==> src/rtl/lemf_pkg.sv <==
// Shared types, constants and pixel functions of the Laplacian edge mask filter.
// Used by every module of the block; depends on nothing else.
package lemf_pkg;

	localparam int PIX_W     = 24;
	localparam int CFG_W     = 12;
	localparam int CFG_IDX_W = 1;
	localparam int LUMA_W    = 6;

	localparam logic [CFG_IDX_W-1:0] REG_FRAME_WIDTH  = 1'b0;
	localparam logic [CFG_IDX_W-1:0] REG_FRAME_HEIGHT = 1'b1;

	localparam logic KIND_PIXEL = 1'b0;
	localparam logic KIND_FLUSH = 1'b1;

	localparam logic [CFG_W-1:0] RESET_WIDTH  = 12'd640;
	localparam logic [CFG_W-1:0] RESET_HEIGHT = 12'd480;

	typedef struct packed {
		logic is_pixel;
		logic emit;
		logic interior;
		logic last;
		logic use_hold;
	} lemf_item_t;

	function automatic logic [LUMA_W-1:0] lemf_luma(input logic [PIX_W-1:0] px);
		logic [9:0] total;
		total = 10'(px[23:16]) + 10'(px[15:8]) + 10'(px[7:0]);
		return total[9:4];
	endfunction

	// The edge test keeps bits 7 to 5 of the 8-bit difference.
	function automatic logic lemf_is_edge(input logic [LUMA_W-1:0] center,
			input logic [7:0] cross_sum);
		logic [7:0] diff;
		diff = {2'b00, center} - {2'b00, cross_sum[7:2]};
		return |diff[7:5];
	endfunction

endpackage

==> src/rtl/lemf_pipe.sv <==
// Read-modify-write stage and output register: combines row store reads with the
// pixel history, runs the edge test and writes the older row store; uses lemf_pkg.
module lemf_pipe #(
	parameter int MAX_WIDTH = 2048
) (
	input  logic                            clk,
	input  logic                            arst_n,
	input  logic                            in_fire,
	input  lemf_pkg::lemf_item_t            item,
	input  logic [lemf_pkg::PIX_W-1:0]      pixel_in,
	input  logic [$clog2(MAX_WIDTH)-1:0]    col,
	output logic                            s1_ready,
	input  logic [lemf_pkg::PIX_W-1:0]      recent_rd,
	input  logic [lemf_pkg::PIX_W-1:0]      older_rd,
	output logic                            older_we,
	output logic [$clog2(MAX_WIDTH)-1:0]    older_waddr,
	output logic [lemf_pkg::PIX_W-1:0]      older_wdata,
	output logic                            out_valid,
	input  logic                            out_ready,
	output logic [lemf_pkg::PIX_W-1:0]      pixel_out,
	output logic                            edge_found,
	output logic                            frame_last
);
	import lemf_pkg::*;

	localparam int AW = $clog2(MAX_WIDTH);

	logic             s1_valid;
	lemf_item_t       item_s1;
	logic [PIX_W-1:0] px_s1;
	logic [AW-1:0]    addr_s1;
	logic             fwd_s1;
	logic [PIX_W-1:0] fwd_data_s1;

	logic [PIX_W-1:0]  center_q;
	logic [LUMA_W-1:0] lc_q;
	logic [LUMA_W-1:0] lh2_q;
	logic [LUMA_W-1:0] lprev_q;
	logic [LUMA_W-1:0] labove_q;

	logic             out_valid_q;
	logic [PIX_W-1:0] pixel_out_q;
	logic             edge_q;
	logic             last_q;

	logic             s1_fire;
	logic [PIX_W-1:0] older_eff;
	logic [7:0]       cross_sum;
	logic             edge_det;
	logic [PIX_W-1:0] result_px;

	assign s1_fire  = s1_valid && (!item_s1.emit || !out_valid_q || out_ready);
	assign s1_ready = !s1_valid || s1_fire;

	assign older_eff = fwd_s1 ? fwd_data_s1 : older_rd;
	assign cross_sum = 8'(labove_q) + 8'(lprev_q) + 8'(lh2_q) + 8'(lemf_luma(recent_rd));
	assign edge_det  = item_s1.interior && lemf_is_edge(lc_q, cross_sum);

	always_comb begin
		if (item_s1.is_pixel || item_s1.use_hold) begin
			result_px = center_q;
		end else begin
			result_px = recent_rd;
		end
	end

	assign older_we    = s1_fire && item_s1.is_pixel;
	assign older_waddr = addr_s1;
	assign older_wdata = recent_rd;

	always_ff @(posedge clk or negedge arst_n) begin
		if (!arst_n) begin
			s1_valid <= 1'b0;
		end else if (in_fire) begin
			s1_valid <= 1'b1;
		end else if (s1_fire) begin
			s1_valid <= 1'b0;
		end
	end

	always_ff @(posedge clk) begin
		if (in_fire) begin
			item_s1     <= item;
			px_s1       <= pixel_in;
			addr_s1     <= col;
			fwd_s1      <= older_we && (addr_s1 == col) && item.is_pixel;
			fwd_data_s1 <= recent_rd;
		end
	end

	// The history registers stand in for the reads one and two columns back.
	always_ff @(posedge clk) begin
		if (s1_fire && item_s1.is_pixel) begin
			center_q <= recent_rd;
			lc_q     <= lemf_luma(recent_rd);
			lh2_q    <= lc_q;
			lprev_q  <= lemf_luma(px_s1);
			labove_q <= lemf_luma(older_eff);
		end
	end

	always_ff @(posedge clk or negedge arst_n) begin
		if (!arst_n) begin
			out_valid_q <= 1'b0;
		end else if (s1_fire && item_s1.emit) begin
			out_valid_q <= 1'b1;
		end else if (out_ready) begin
			out_valid_q <= 1'b0;
		end
	end

	always_ff @(posedge clk) begin
		if (s1_fire && item_s1.emit) begin
			pixel_out_q <= edge_det ? '0 : result_px;
			edge_q      <= edge_det;
			last_q      <= item_s1.last;
		end
	end

	assign out_valid  = out_valid_q;
	assign pixel_out  = pixel_out_q;
	assign edge_found = edge_q;
	assign frame_last = last_q;

	a_edge_black: assert property (@(posedge clk) disable iff (!arst_n)
		out_valid_q && edge_q |-> pixel_out_q == '0)
		else $error("pixel flagged as edge is not black");

	a_flush_border: assert property (@(posedge clk) disable iff (!arst_n)
		s1_valid && !item_s1.is_pixel |-> !item_s1.interior)
		else $error("flush transaction marked as interior");

	a_stage_hold: assert property (@(posedge clk) disable iff (!arst_n)
		s1_valid && !s1_fire |=> s1_valid && $stable(px_s1) && $stable(addr_s1))
		else $error("stalled stage lost or changed its transaction");

endmodule

==> config.mk <==
export PLATFORM = sky130hd
export DESIGN_NAME = lemf_pipe
export DESIGN_NICKNAME = d
export VERILOG_FILES = /design/src/rtl/lemf_pkg.sv /design/src/rtl/lemf_pipe.sv
export SDC_FILE = /design/constraint.sdc
export NUM_CORES = 1
export LEC_CHECK = 0
export ABC_AREA = 1
export BUFFER_PORTS_ARGS = -buffer_cell sky130_fd_sc_hd__buf_2
export CAP_MARGIN = 20
export CORE_MARGIN = 1
export CORE_UTILIZATION = 50
export DETAILED_ROUTE_END_ITERATION = 10
export MAX_ROUTING_LAYER = met4
export PLACE_DENSITY = 0.74
export REMOVE_ABC_BUFFERS = 1
export SYNTH_ARGS = -nofsm -noshare
export SYNTH_HDL_FRONTEND = slang
export SYNTH_SLANG_ARGS = --single-unit
export TNS_END_PERCENT = 5
==> constraint.sdc <==
create_clock -name clk -period 9.7 [get_ports clk]
set_input_delay 0.485 -clock clk [delete_from_list [all_inputs] [get_ports clk]]
set_output_delay 0.485 -clock clk [all_outputs]
set_load 0.05 [all_outputs]
==> flow_summary.yaml <==
cells_and_area:
  area.sequential_mm2: 0.00422
  layout_commonest_cell: "buf_2"
  final_nets: 924
  syn_to_final_growth_pct: 18.7
  fin_util_pct: 60.5
  num-fill-cells: 1151
  multi_input_area_mm2: 0.00256
  final_cell_mix: "155 x buf_2, 150 x nand2_1, 139 x edfxtp_1"
  layout-drive-gt1-share_pct: 27.7
  n_antenna_cell: 0
routing:
  wl_per_cell_um: 14.5
  drt-initial-drc-count: 297
  drc: 0
  viasPerCell: 5.06
  final_antenna_net_count: 0
  vias: 4886
  dr.pass1.iters: 6
  wl_um: 14000
synth:
  syn_area_per_cell_um2: 11.8
  ys_ff_latch: 141
  synthCells: 623
  yosys_warnings: 0
  synth_cell_types: 38
  syn-cell-area_mm2: 0.00738
  synth_seq_area_share_pct: 57.3
timing:
  tns_ns: 0
  finalHoldViolCount: 0
  period_needed_ns: 5.05
  worst_slew_pin_slew_ns: 1.05
  finalSetupViolCount: 0
  fmax_ghz: 0.198
  max_slew_margin_pct: 30.0
  clock_skew_ns: 0.0100
  post-route-period-util_pct: 52.1
  report.final.slew_viol_count: 0
  rsz0062_at_grt: "no"
floorplan:
  start_util_pct: 51.0
  num_rows: 44
  core_area_mm2: 0.0145
  die-area_mm2: 0.0152
  die_h_um: 123
  die_x_um: 123
  io_pins: 156
critical_path:
  crit_type: "primary input to flop"
  r2r_slack_ns: 5.67
  worstPathArrival_ns: 5.23
  slowest_stage: "fa_1"
  required_ns: 9.88
  cp-end-kind: "flop"
  critPathMostFrequentCell: "nand2_1"
  cp-start-kind: "primary input"
  slowest_delay_ns: 0.54
  path_max_fanout: 25
grt:
  grt_pass1_wl_um: 22400
  grt_start_max_net_pins: 67
  grt_overflow_total: 0
  antenna_found_initial: 0
  grtUsageTotal_pct: 20.3
  grt_pass1_vias: 4807
clock_network:
  cts.clk_slew.worst_paths_ns: 0.06
  cts_buffer_depth: 2
  postCtsHoldBufs: 1
  cts_tree: "done"
  post_cts_buffers: 0
  cts_max_level: 4
  insertion_delay_ns: 0.42
  cts_root_buffer: "clkbuf_16"
  clkSinkCount: 141
  cts_buffers: 17
  cts_resized: 0
power_and_ir_drop:
  p_sw_mw: 0.795
  p_int_mw: 1.44
  power_frac_clock_pct: 28.2
  vdd_drop_max_uv: 116
  seq_power_share_pct: 35.8
  switching_share_pct: 35.6
  leakagePower_nw: 4.06
  powerDensity_mw_per_mm2: 255
  p_total_mw: 2.23
  power_frac_comb_pct: 36.0
place:
  io_buffers: 155
  hpwl_um: 10300
  globalplace.congestion: 0.900
hold_path:
  worst_hold_path_type: "primary input to flop"
flow_run:
  cap_violations: 0
run_status:
  status: "finished clean"
==> state kept, by name (all words and copies together), names as in the netlist <==
register,count
lc_q,6
out_valid,1
lh2_q,6
pixel_out,24
lprev_q,6
px_s1,24
edge_found,1
fwd_data_s1,24
labove_q,6
s1_valid,1
fwd_s1,1
frame_last,1
older_waddr,11
item_s1,5
center_q,24
==> path summary, 6_finish.rpt <==
path,start,endpoint,cells after the start
max in group asynchronous,arst_n,out_valid,2
min,item[1],item_s1[1],1
min in group asynchronous,arst_n,s1_valid,2
max reg2reg,lh2_q[1],pixel_out[5],20
max,recent_rd[3],pixel_out[5],29
min reg2reg,item_s1[1],frame_last,0
==> per-layer routing <==
| metal | GRT usage (%) | vias up | share of wire, % |
|---|---|---|---|
| li1 | - | 2343 | - |
| met1 | 25.4 | 2331 | 43 |
| met2 | 31.6 | 185 | 49 |
| met3 | 5.07 | 27 | 5.9 |
| met4 | 8.13 | 0 | 2.2 |
| met5 | - | - | 0 |
==> per-stage QoR <==
step	area [µm²]	hold WS (ns)	worst slack [ns]	cells
CTS	8750	0.224	4.64	965
detailed placement	8160	0.271	4.19	932
global route	8750	0.221	4.13	965
finish	8750	0.238	4.65	965
global placement	8160	0.271	4.40	932
floorplan	7130	0.189	5.10	590
==> synth_stat cells (all sizes together) <==
cell    instances  share of area (%)
a21oi          27                1.8
a211oi          1               0.10
o22ai           1              0.085
nand3          18                1.5
edfxtp        139                 57
nor2           24                1.3
nor4            1              0.085
nand2         157                8.2
nand4           8               0.68
nor3            4               0.27
xor2           10                1.2
o21a            1               0.10
ha             31                5.3
a21o            1               0.10
nand3b          1               0.10
o21bai          4               0.56
xnor2           4               0.47
inv            93                4.8
a21boi          1               0.10
fa             33                9.0
buf            31                3.2
and2            1              0.085
clkbuf          2               0.10
mux2           15                2.3
a31oi           2               0.17
mux2i           6               0.81
o21ai           5               0.34
dfrtp           2               0.68
==> power groups by stage <==
stage          logic, mW  clock network, mW  registers [mW]
2_1_floorplan      0.490                  0           0.898
3_3_place_gp       0.764                  0           0.811
3_5_place_dp       0.800                  0           0.812
4_1_cts            0.807              0.640           0.801
5_1_grt            0.912              0.663           0.807
6_report           0.805              0.631           0.800
==> logic make-up after synthesis <==
kind of cell	Yosys count	synth area share [%]
simple gates	214	12.3
flops	141	57.3
buf+inv	126	8.07
fa+ha+maj	64	14.2
compound gates	43	3.39
mux	21	3.10
xor+xnor	14	1.66
==> cell type report <==
type,instances,share of cell area [%]
Clock buffer,21,5.26
Clock inverter,11,1.37
Inverter,93,4.02
Multi-Input combinational cell,356,29.2
Sequential cell,141,48.3
Tap cell,184,2.63
Timing Repair Buffer,159,9.23
==> critical path, delay by kind of cell <==
family	cells	cell delay, ns
AOI/OAI and AO/OA	3	0.42
xor gates and xnor gates	1	0.25
adders and majority gates	5	1.95
buffers and inverters	5	0.36
and+or+nand+nor	15	1.77
No activity file was read; power rests on OpenSTA's default activity.
