==> src/rtl/lemf_pkg.sv <==
// Shared types, constants and pixel functions of the Laplacian edge mask filter.
// Used by every module of the block; depends on nothing else.
package lemf_pkg;

	localparam int PIX_W     = 24;
	localparam int CFG_W     = 12;
	localparam int CFG_IDX_W = 1;
	localparam int LUMA_W    = 6;

	localparam logic [CFG_IDX_W-1:0] REG_FRAME_WIDTH  = 1'b0;
	localparam logic [CFG_IDX_W-1:0] REG_FRAME_HEIGHT = 1'b1;

	localparam logic KIND_PIXEL = 1'b0;
	localparam logic KIND_FLUSH = 1'b1;

	localparam logic [CFG_W-1:0] RESET_WIDTH  = 12'd640;
	localparam logic [CFG_W-1:0] RESET_HEIGHT = 12'd480;

	typedef struct packed {
		logic is_pixel;
		logic emit;
		logic interior;
		logic last;
		logic use_hold;
	} lemf_item_t;

	function automatic logic [LUMA_W-1:0] lemf_luma(input logic [PIX_W-1:0] px);
		logic [9:0] total;
		total = 10'(px[23:16]) + 10'(px[15:8]) + 10'(px[7:0]);
		return total[9:4];
	endfunction

	// The edge test keeps bits 7 to 5 of the 8-bit difference.
	function automatic logic lemf_is_edge(input logic [LUMA_W-1:0] center,
			input logic [7:0] cross_sum);
		logic [7:0] diff;
		diff = {2'b00, center} - {2'b00, cross_sum[7:2]};
		return |diff[7:5];
	endfunction

endpackage

==> src/rtl/lemf_ctrl.sv <==
// Front-end control: configuration registers, input column, pending count and output
// position. Decides per transaction whether a result leaves; uses lemf_pkg.
module lemf_ctrl #(
	parameter int MAX_WIDTH = 2048
) (
	input  logic                            clk,
	input  logic                            arst_n,
	input  logic                            cfg_wr_en,
	input  logic [lemf_pkg::CFG_IDX_W-1:0]  cfg_index,
	input  logic [lemf_pkg::CFG_W-1:0]      cfg_data,
	input  logic                            in_fire,
	input  logic                            kind,
	output lemf_pkg::lemf_item_t            item,
	output logic [$clog2(MAX_WIDTH)-1:0]    col,
	output logic [$clog2(MAX_WIDTH)-1:0]    rd_addr
);
	import lemf_pkg::*;

	localparam int AW = $clog2(MAX_WIDTH);
	localparam int WW = $clog2(MAX_WIDTH + 1);
	localparam int PW = $clog2(MAX_WIDTH + 2);
	localparam int CW = (WW > CFG_W) ? WW : CFG_W;

	function automatic logic [WW-1:0] eff_width(input logic [CFG_W-1:0] v);
		logic [CW-1:0] ve;
		ve = CW'(v);
		if (v == '0) begin
			return WW'(1);
		end
		if (ve > CW'(MAX_WIDTH)) begin
			return WW'(MAX_WIDTH);
		end
		return WW'(ve);
	endfunction

	logic [WW-1:0]    w_q;
	logic [CFG_W-1:0] h_q;
	logic [AW-1:0]    col_q;
	logic [PW-1:0]    pend_q;
	logic [AW-1:0]    ocol_q;
	logic [CFG_W-1:0] orow_q;

	logic [WW-1:0]    wm1;
	logic [CFG_W-1:0] hm1;
	logic             is_pixel;
	logic             has_out;
	logic             col_end;
	logic             ocol_end;
	logic [PW-1:0]    flush_pos;

	assign wm1      = w_q - WW'(1);
	assign hm1      = h_q - CFG_W'(1);
	assign is_pixel = (kind == KIND_PIXEL);
	assign col_end  = (col_q == AW'(wm1));
	assign ocol_end = (ocol_q == AW'(wm1));

	always_comb begin
		if (is_pixel) begin
			has_out = (pend_q == PW'(w_q) + PW'(1));
		end else begin
			has_out = (pend_q != '0);
		end
		if (PW'(col_q) >= pend_q) begin
			flush_pos = PW'(col_q) - pend_q;
		end else begin
			flush_pos = PW'(col_q) + PW'(w_q) - pend_q;
		end
		item.is_pixel = is_pixel;
		item.emit     = has_out;
		item.interior = is_pixel && (orow_q != '0) && (orow_q != hm1) &&
			(ocol_q != '0) && !ocol_end;
		item.last     = ocol_end && (orow_q == hm1);
		item.use_hold = !is_pixel && (pend_q > PW'(w_q));
	end

	assign col     = col_q;
	assign rd_addr = is_pixel ? col_q : AW'(flush_pos);

	always_ff @(posedge clk or negedge arst_n) begin
		if (!arst_n) begin
			w_q    <= eff_width(RESET_WIDTH);
			h_q    <= RESET_HEIGHT;
			col_q  <= '0;
			pend_q <= '0;
			ocol_q <= '0;
			orow_q <= '0;
		end else if (cfg_wr_en) begin
			unique case (cfg_index)
				REG_FRAME_WIDTH: begin
					w_q <= eff_width(cfg_data);
				end
				REG_FRAME_HEIGHT: begin
					h_q <= (cfg_data == '0) ? CFG_W'(1) : cfg_data;
				end
				default: begin
					h_q <= h_q;
				end
			endcase
			col_q  <= '0;
			pend_q <= '0;
			ocol_q <= '0;
			orow_q <= '0;
		end else if (in_fire) begin
			if (is_pixel) begin
				col_q <= col_end ? '0 : col_q + AW'(1);
				if (!has_out) begin
					pend_q <= pend_q + PW'(1);
				end
			end else if (has_out) begin
				pend_q <= pend_q - PW'(1);
			end
			if (has_out) begin
				if (ocol_end) begin
					ocol_q <= '0;
					orow_q <= (orow_q == hm1) ? '0 : orow_q + CFG_W'(1);
				end else begin
					ocol_q <= ocol_q + AW'(1);
				end
			end
		end
	end

	a_pend_bound: assert property (@(posedge clk) disable iff (!arst_n)
		pend_q <= PW'(w_q) + PW'(1))
		else $error("pending count exceeds one row plus one pixel");

	a_col_bound: assert property (@(posedge clk) disable iff (!arst_n)
		(PW'(col_q) < PW'(w_q)) && (PW'(ocol_q) < PW'(w_q)))
		else $error("column position outside the frame width");

endmodule

==> config.mk <==
export PLATFORM = sky130hd
export DESIGN_NAME = lemf_ctrl
export DESIGN_NICKNAME = d
export VERILOG_FILES = /design/src/rtl/lemf_pkg.sv /design/src/rtl/lemf_ctrl.sv
export SDC_FILE = /design/constraint.sdc
export NUM_CORES = 1
export LEC_CHECK = 0
export BUFFER_PORTS_ARGS = -buffer_cell sky130_fd_sc_hd__buf_2
export CORE_MARGIN = 2
export CORE_UTILIZATION = 49
export DETAILED_ROUTE_END_ITERATION = 10
export GPL_ROUTABILITY_DRIVEN = 0
export PLACE_DENSITY = 0.67
export SLEW_MARGIN = 10
export SYNTH_ARGS = -nofsm -noshare
export SYNTH_HDL_FRONTEND = slang
export SYNTH_SLANG_ARGS = --single-unit
export TNS_END_PERCENT = 30
==> constraint.sdc <==
create_clock -name clk -period 11.7 [get_ports clk]
set_input_delay 1.17 -clock clk [delete_from_list [all_inputs] [get_ports clk]]
set_output_delay 1.17 -clock clk [all_outputs]
set_load 0.005 [all_outputs]
==> key figures, run 1 <==
Outcome
  • Outcome: complete, no violations

Clock tree
  • Hold buffers post-CTS: 0
  • CTS Buffer Depth: 2
  • Clock transition at path regs: ~0.060 ns
  • CTS Buf Count: 9
  • TritonCTS clock tree: yes
  • Post-CTS Setup Bufs: 0
  • Clock sinks: 70
  • CTS HTree Levels: 3
  • Resize count post-CTS: 0
  • Root buffer cell: clkbuf_16
  • Clock network latency to the later pin of the worst-skew pair: 0.35 ns

Setup path
  • Crit path max fanout: 14
  • Critical Path End Type: output pin
  • R2r endpoint: orow_q[8]$_DFFE_PN0P_
  • Startpoint Class: register
  • Worst EP required: 10.53 ns
  • FF-to-FF setup slack: 7.61 ns
  • FF-to-FF path depth: 10
  • Critical path class: reg2out
  • WP data arrival: 4.10 ns
  • Reg2reg start: w_q[0]$_DFFE_PN0P_

Placement
  • Port bufs: 44
  • Hpwl dp: approximately 14 mm

Cells and area
  • Final #Nets: 984
  • Register Area: 1759 um2
  • Multi-input logic area: 4982 um2
  • Share of cells above drive strength 1: 11.03%
  • Area added between synthesis and finish: 7.664%
  • Filler Cell Count: between 1k and 1.5k
  • Diode count: 0
  • Final Util: 53.78%

Timing
  • Final Critical Period: approximately 5.3 ns
  • Relative slew slack: 25.83%
  • Final worst-path cycle share: 45.04%
  • Final hold vios: 0
  • Hold WS: 0.5587 ns
  • Highest Clock Rate: around 190 MHz
  • Max Slew Vio Count: 0
  • Final setup fails: 0
  • Worst Max-Slew Pin Slew: around 1.1 ns
  • Setup TNS: 0 ns
  • Worst Skew: 0.01007 ns
  • Unrepaired setup endpoints after global routing: no

Global route
  • Gr usage total: 24.74%
  • Largest net degree at the start of global routing: 71
  • Remaining Overflow, GRT: 0
  • First-pass GRT wire length: 31.49 mm
  • Vias in the first global route: 6041
  • Initial antenna violation count: 0

Detailed routing
  • First-pass DRT Iterations: 5
  • Vias per cell: 5.989
  • Via count: 6534
  • DR WL/cell: 17.52 um
  • Iter 0 DRT Violations: 465
  • Remaining DRCs: 0
  • DRT Wirelength: 19.11 mm
  • Remaining antenna violation count after routing: 0

Floorplan
  • # IOs: 45
  • Die area: 15750 um2
  • Die Y: ~130 um
  • Initial Utilization: roughly half
  • Die width: 125.5 um
  • Core ar.: 14480 um2
  • Placement Rows: 44

Pwr
  • Int Power: 0.0007252 W
  • Sw frac: roughly 42%
  • Switching power: 0.0005298 W
  • Combinational share of power: 49.8%
  • Static leakage: 3.427 nW
  • Sequential power share: 27.1%
  • Clock network power share: 23.0%
  • Worst VDD drop: 0.00009247 V
  • Power per cell area: 161.2 nW/um2

Worst hold path
  • Hold path endpoint: h_q[11]$_DFFE_PN0P_
  • Min-Delay Startpoint: h_q[11]$_DFFE_PN0P_
  • Min-delay worst type: reg2reg
  • Hold Path Cell Cnt: 1

Synth
  • Count leader, synth: inv_1
  • Prevailing post-synth register cell: dfrtp_1
  • Synth Instances: 893
  • Syn Area/Cell: 8.098 um2
  • Ys Warns: 0
  • Count of unique library cells instantiated by Yosys: 76
  • Cell taking the most area after synthesis: dfrtp_1
  • Synth top area share: 22.15%
  • Syn_nets: 975
  • EDFF count, synth: 0
  • Top cells by count, synth: 75 x inv_1, 69 x nor2_1, 64 x dfrtp_1
  • Synth area leaders: dfrtp_1 22%, ha_1 9.0%, xnor2_1 5.8%, inv_1 3.9%, a21oi_1 3.6%
  • #FFs+latches synth: 70
  • Synth Cell Area: 7232 um2
  • Fraction of registers with async set/reset: 100.0%
  • Sequential fraction of the synthesis area: roughly 24%

Job
  • MaxCap Viol Count: 0
## layout make-up
class	count	share of cell area, %
Clock inverter	6	0.8999
Clock buffer	10	2.941
Inverter	76	3.664
Multi-Input combinational cell	700	63.99
Sequential cell	70	22.59
Timing Repair Buffer	45	2.957
Tap cell	184	2.957
## cells by family (layout without fill, tap and decap cells)
| family | count (synthesis) | in the layout | synth area share, % |
|---|---|---|---|
| simple gates | 315 | 315 | 22.92 |
| compound gates | 220 | 220 | 20.33 |
| buf+inv | 123 | 137 | 6.782 |
| xor+xnor | 76 | 76 | 9.602 |
| flops | 70 | 70 | 24.33 |
| fa+ha+maj | 64 | 64 | 12.32 |
| mux | 25 | 25 | 3.720 |
## state kept, by name, indices dropped and copies added (netlist names)
register  cells
pend_q       12
orow_q       12
w_q          12
ocol_q       11
col          11
h_q          12
## cell usage in the layout (no fill, tap or decap), drive strengths merged, types with 6 or more instances in the layout
master and instances:
o22ai 7, a31oi 9, mux2i 10, a21o 16, dfrtp 64, nand2 52
a21oi 52, nor2 69, dfstp 6, o211ai 10, a22o 7, and3 15
or2 9, nor2b 11, or3 14, nor3 38, xor2 26, inv 77
mux2 15, fa 12, nand3 31, o31ai 10, ha 52, o21ai 56
nor4 20, xnor2 48, nand2b 19, buf 45, nand4 13, clkbuf 10
and2 6
## worst max path at each step
stage	from	to	slack, ns	cells past startpoint
final	w_q[0]$_DFFE_PN0P_	rd_addr[10]	6.43	14
after global routing	w_q[0]$_DFFE_PN0P_	rd_addr[10]	6.16	14
after CTS	w_q[0]$_DFFE_PN0P_	rd_addr[10]	6.45	14
after global placement	w_q[0]$_DFFE_PN0P_	rd_addr[10]	6.91	14
after detailed placement	w_q[0]$_DFFE_PN0P_	rd_addr[10]	6.84	14
after floorplan	w_q[2]$_DFFE_PN0P_	rd_addr[10]	7.16	13
## critical path, stage by stage, from the launching register on
cell and delay [ns]:
dfrtp_1 0.62, inv_1 0.16, ha_1 0.36, inv_1 0.05
ha_1 0.20, fa_1 0.42, a21oi_1 0.21, o211ai_1 0.15
or4_1 0.45, a2111o_1 0.39, o211ai_1 0.10, a21oi_1 0.10
xnor2_1 0.17, mux2_2 0.26, buf_2 0.12
## power groups by stage
stage	sequential [W]	combinational (W)	clock (W)
global placement	0.000342	0.000616	0
floorplan	0.000305	0.000509	0
finish	0.000341	0.000625	0.000289
global route	0.000346	0.000709	0.000301
CTS	0.000339	0.000626	0.000292
detailed placement	0.000343	0.000620	0
## through the flow
step	cells	setup WS [ns]	cell area [um2]	power (W)
2_1_floorplan	893	7.158	7232	0.0008148
3_3_place_gp	1075	6.910	7487	0.0009588
3_5_place_dp	1075	6.843	7487	0.0009635
4_1_cts	1091	6.446	7786	0.001257
5_1_grt	1091	6.157	7786	0.001356
6_report	1091	6.431	7786	0.001255
## metal layers
layer  global-route usage, %  wire, um
met1                   35.16      8894
met2                   38.35      8681
met3                   4.493      1117
met4                   7.647       419
met5                       0         0
(Power assumes the default switching activity.)
==> run 2, diff against run 1 <==
==> constraint.sdc (replaced) <==
create_clock -name clk -period 4.95 [get_ports clk]
set_input_delay 0.495 -clock clk [delete_from_list [all_inputs] [get_ports clk]]
set_output_delay 0.495 -clock clk [all_outputs]
set_load 0.005 [all_outputs]
==> key figures, run 2 (synthesis gave the netlist of run 1 again) <==
Cells and area
  • Filler Cell Count: 1414
  • Final #Nets: about 990
  • Diode count: 0
  • Share of cells above drive strength 1: 12.00%
  • Commonest non-fill, non-tap cell in the layout: inv_1
  • Finished Cell Area: 7861 um2
  • Most frequent cells in the layout: 75 x inv_1, 69 x nor2_1, 64 x dfrtp_1
  • Area added between synthesis and finish: 8.702%

Detailed routing
  • Vias per cell: between 5 and 6
  • DR WL/cell: 17.46 um
  • Iter 0 DRT Violations: 440
  • Remaining DRCs: 0
  • Remaining antenna violation count after routing: 0
  • Via count: roughly 6.5k
  • First-pass DRT Iterations: 5
  • DRT Wirelength: between 15 and 20 mm

Setup path
  • Largest stage delay on the critical path: approximately 0.66 ns
  • Critical path cell sequence: inv_1 -> fa_1 -> inv_1 -> ha_1 -> a21oi_1 -> o211ai_1 -> or4_1 -> a2111o_1 -> o211ai_1 -> a21oi_1 -> xnor2_1 -> mux2_2 -> buf_2
  • Critical Path End Type: output pin
  • Critical path class: reg2out
  • Worst EP required: 4.45 ns
  • Crit path max fanout: 13
  • Startpoint Class: register
  • FF-to-FF path depth: 12
  • WP data arrival: 4.13 ns
  • CP max stage cell: dfrtp_1

Clock tree
  • CTS Buffer Depth: 2
  • CTS HTree Levels: 3
  • Clock network latency to the later pin of the worst-skew pair: 0.35 ns
  • Clock sinks: 70
  • Clock transition at path regs: 0.06 ns
  • Hold buffers post-CTS: 0
  • Post-CTS Setup Bufs: 0
  • CTS Buf Count: 9
  • Root buffer cell: clkbuf_16
  • TritonCTS clock tree: yes
  • Resize count post-CTS: 0

Timing
  • Final setup fails: 0
  • Hold WS: 0.2934 ns
  • Final worst-path cycle share: 93.41%
  • Final hold vios: 0
  • Max Slew Vio Count: 0
  • Unrepaired setup endpoints after global routing: no
  • Final Critical Period: approximately 4.6 ns
  • Worst Max-Slew Pin Slew: between 0.9 and 1 ns
  • Worst Skew: 0.006436 ns
  • Setup TNS: 0 ns
  • Relative slew slack: between 30% and 40%
  • Highest Clock Rate: 216.3 MHz

Global route
  • Remaining Overflow, GRT: 0
  • Largest net degree at the start of global routing: 71
  • First-pass GRT wire length: 31.93 mm
  • Gr usage total: 25.04%
  • Vias in the first global route: ~6k
  • Initial antenna violation count: 0

Pwr
  • Power per cell area: 377.8 nW/um2
  • Static leakage: between 3 and 4 nW
  • Worst VDD drop: 0.0002283 V

Floorplan
  • Die Y: between 100 and 150 um
  • Die width: approximately 130 um
  • # IOs: 45
  • Die area: 15750 um2
  • Initial Utilization: 49.95%
  • Placement Rows: 44
  • Core ar.: 14480 um2

Worst hold path
  • Min-delay worst type: in2async

Placement
  • Port bufs: 44
  • Area after DPL: 7562 um2
  • Hpwl dp: between 10 and 15 mm

Job
  • MaxCap Viol Count: 0

Outcome
  • Outcome: complete, no violations
-- run 2: cell count changes in the layout (fill, tap and decap cells not counted), sizes merged --
cell      previous run  this run
buf                 45        55
clkinv               4         1
clkinvlp             0         3
-- run 2: routing by layer --
metal,track usage [%],up-vias,wire length (um)
li1,-,3230,-
met4,6.405,0,286
met5,0,-,0
met1,36.73,3069,9306
met3,3.937,25,969
met2,38.60,151,8666
-- run 2: path summary, 6_finish.rpt --
kind | slack [ns] | end | start
min in group clk | 0.41 | h_q[2]$_DFFE_PN0P_ | cfg_data[2]
min | 0.29 | ocol_q[7]$_DFFE_PN0P_ | arst_n
max reg2reg | 1.26 | orow_q[5]$_DFFE_PN0P_ | w_q[1]$_DFFE_PN0P_
max | 0.33 | rd_addr[10] | w_q[2]$_DFFE_PN0P_
min reg2reg | 0.55 | h_q[11]$_DFFE_PN0P_ | h_q[11]$_DFFE_PN0P_
max in group asynchronous | 4.03 | w_q[10]$_DFFE_PN0P_ | arst_n
-- run 2: through the flow --
| stage | total power, W | setup WS, ns | instances | utilization, % |
|---|---|---|---|---|
| after floorplan | 0.001926 | 1.083 | 893 | - |
| after global placement | 0.002275 | 0.8370 | 1085 | 52.23 |
| after detailed placement | 0.002289 | 0.7352 | 1085 | 52.23 |
| after CTS | 0.002973 | 0.3630 | 1101 | 54.29 |
| after global routing | 0.003217 | 0.1330 | 1101 | 54.29 |
| final | 0.002970 | 0.3263 | 1101 | 54.29 |
-- run 2: worst max-delay path, delay by kind of cell, from the launching register on --
family | cells | cell delay, ns
AND/OR/NAND/NOR | 1 | 0.45
flip-flops | 1 | 0.66
adder cells (fa/ha/maj) | 2 | 0.88
AO/OA/AOI/OAI | 5 | 0.97
buffers and inverters | 3 | 0.38
multiplexers | 1 | 0.26
XOR/XNOR | 1 | 0.17
-- run 2: area by class of cell --
| class | instances | area (um2) | area share (%) |
|---|---|---|---|
| clock buffer | 10 | 229.0 | 2.913 |
| clock inverter | 6 | 70.07 | 0.8913 |
| inverter | 76 | 285.3 | 3.629 |
| multi-input combinational | 700 | 4982 | 63.38 |
| sequential | 70 | 1759 | 22.38 |
| tap | 184 | 230.2 | 2.929 |
| timing repair buffer | 55 | 305.3 | 3.883 |
-- run 2: power by group --
part	internal, W	total [W]	switching (W)
combinational	0.000694	0.00152	0.000825
sequential	0.000636	0.000778	0.000143
clock	0.000393	0.000673	0.000280
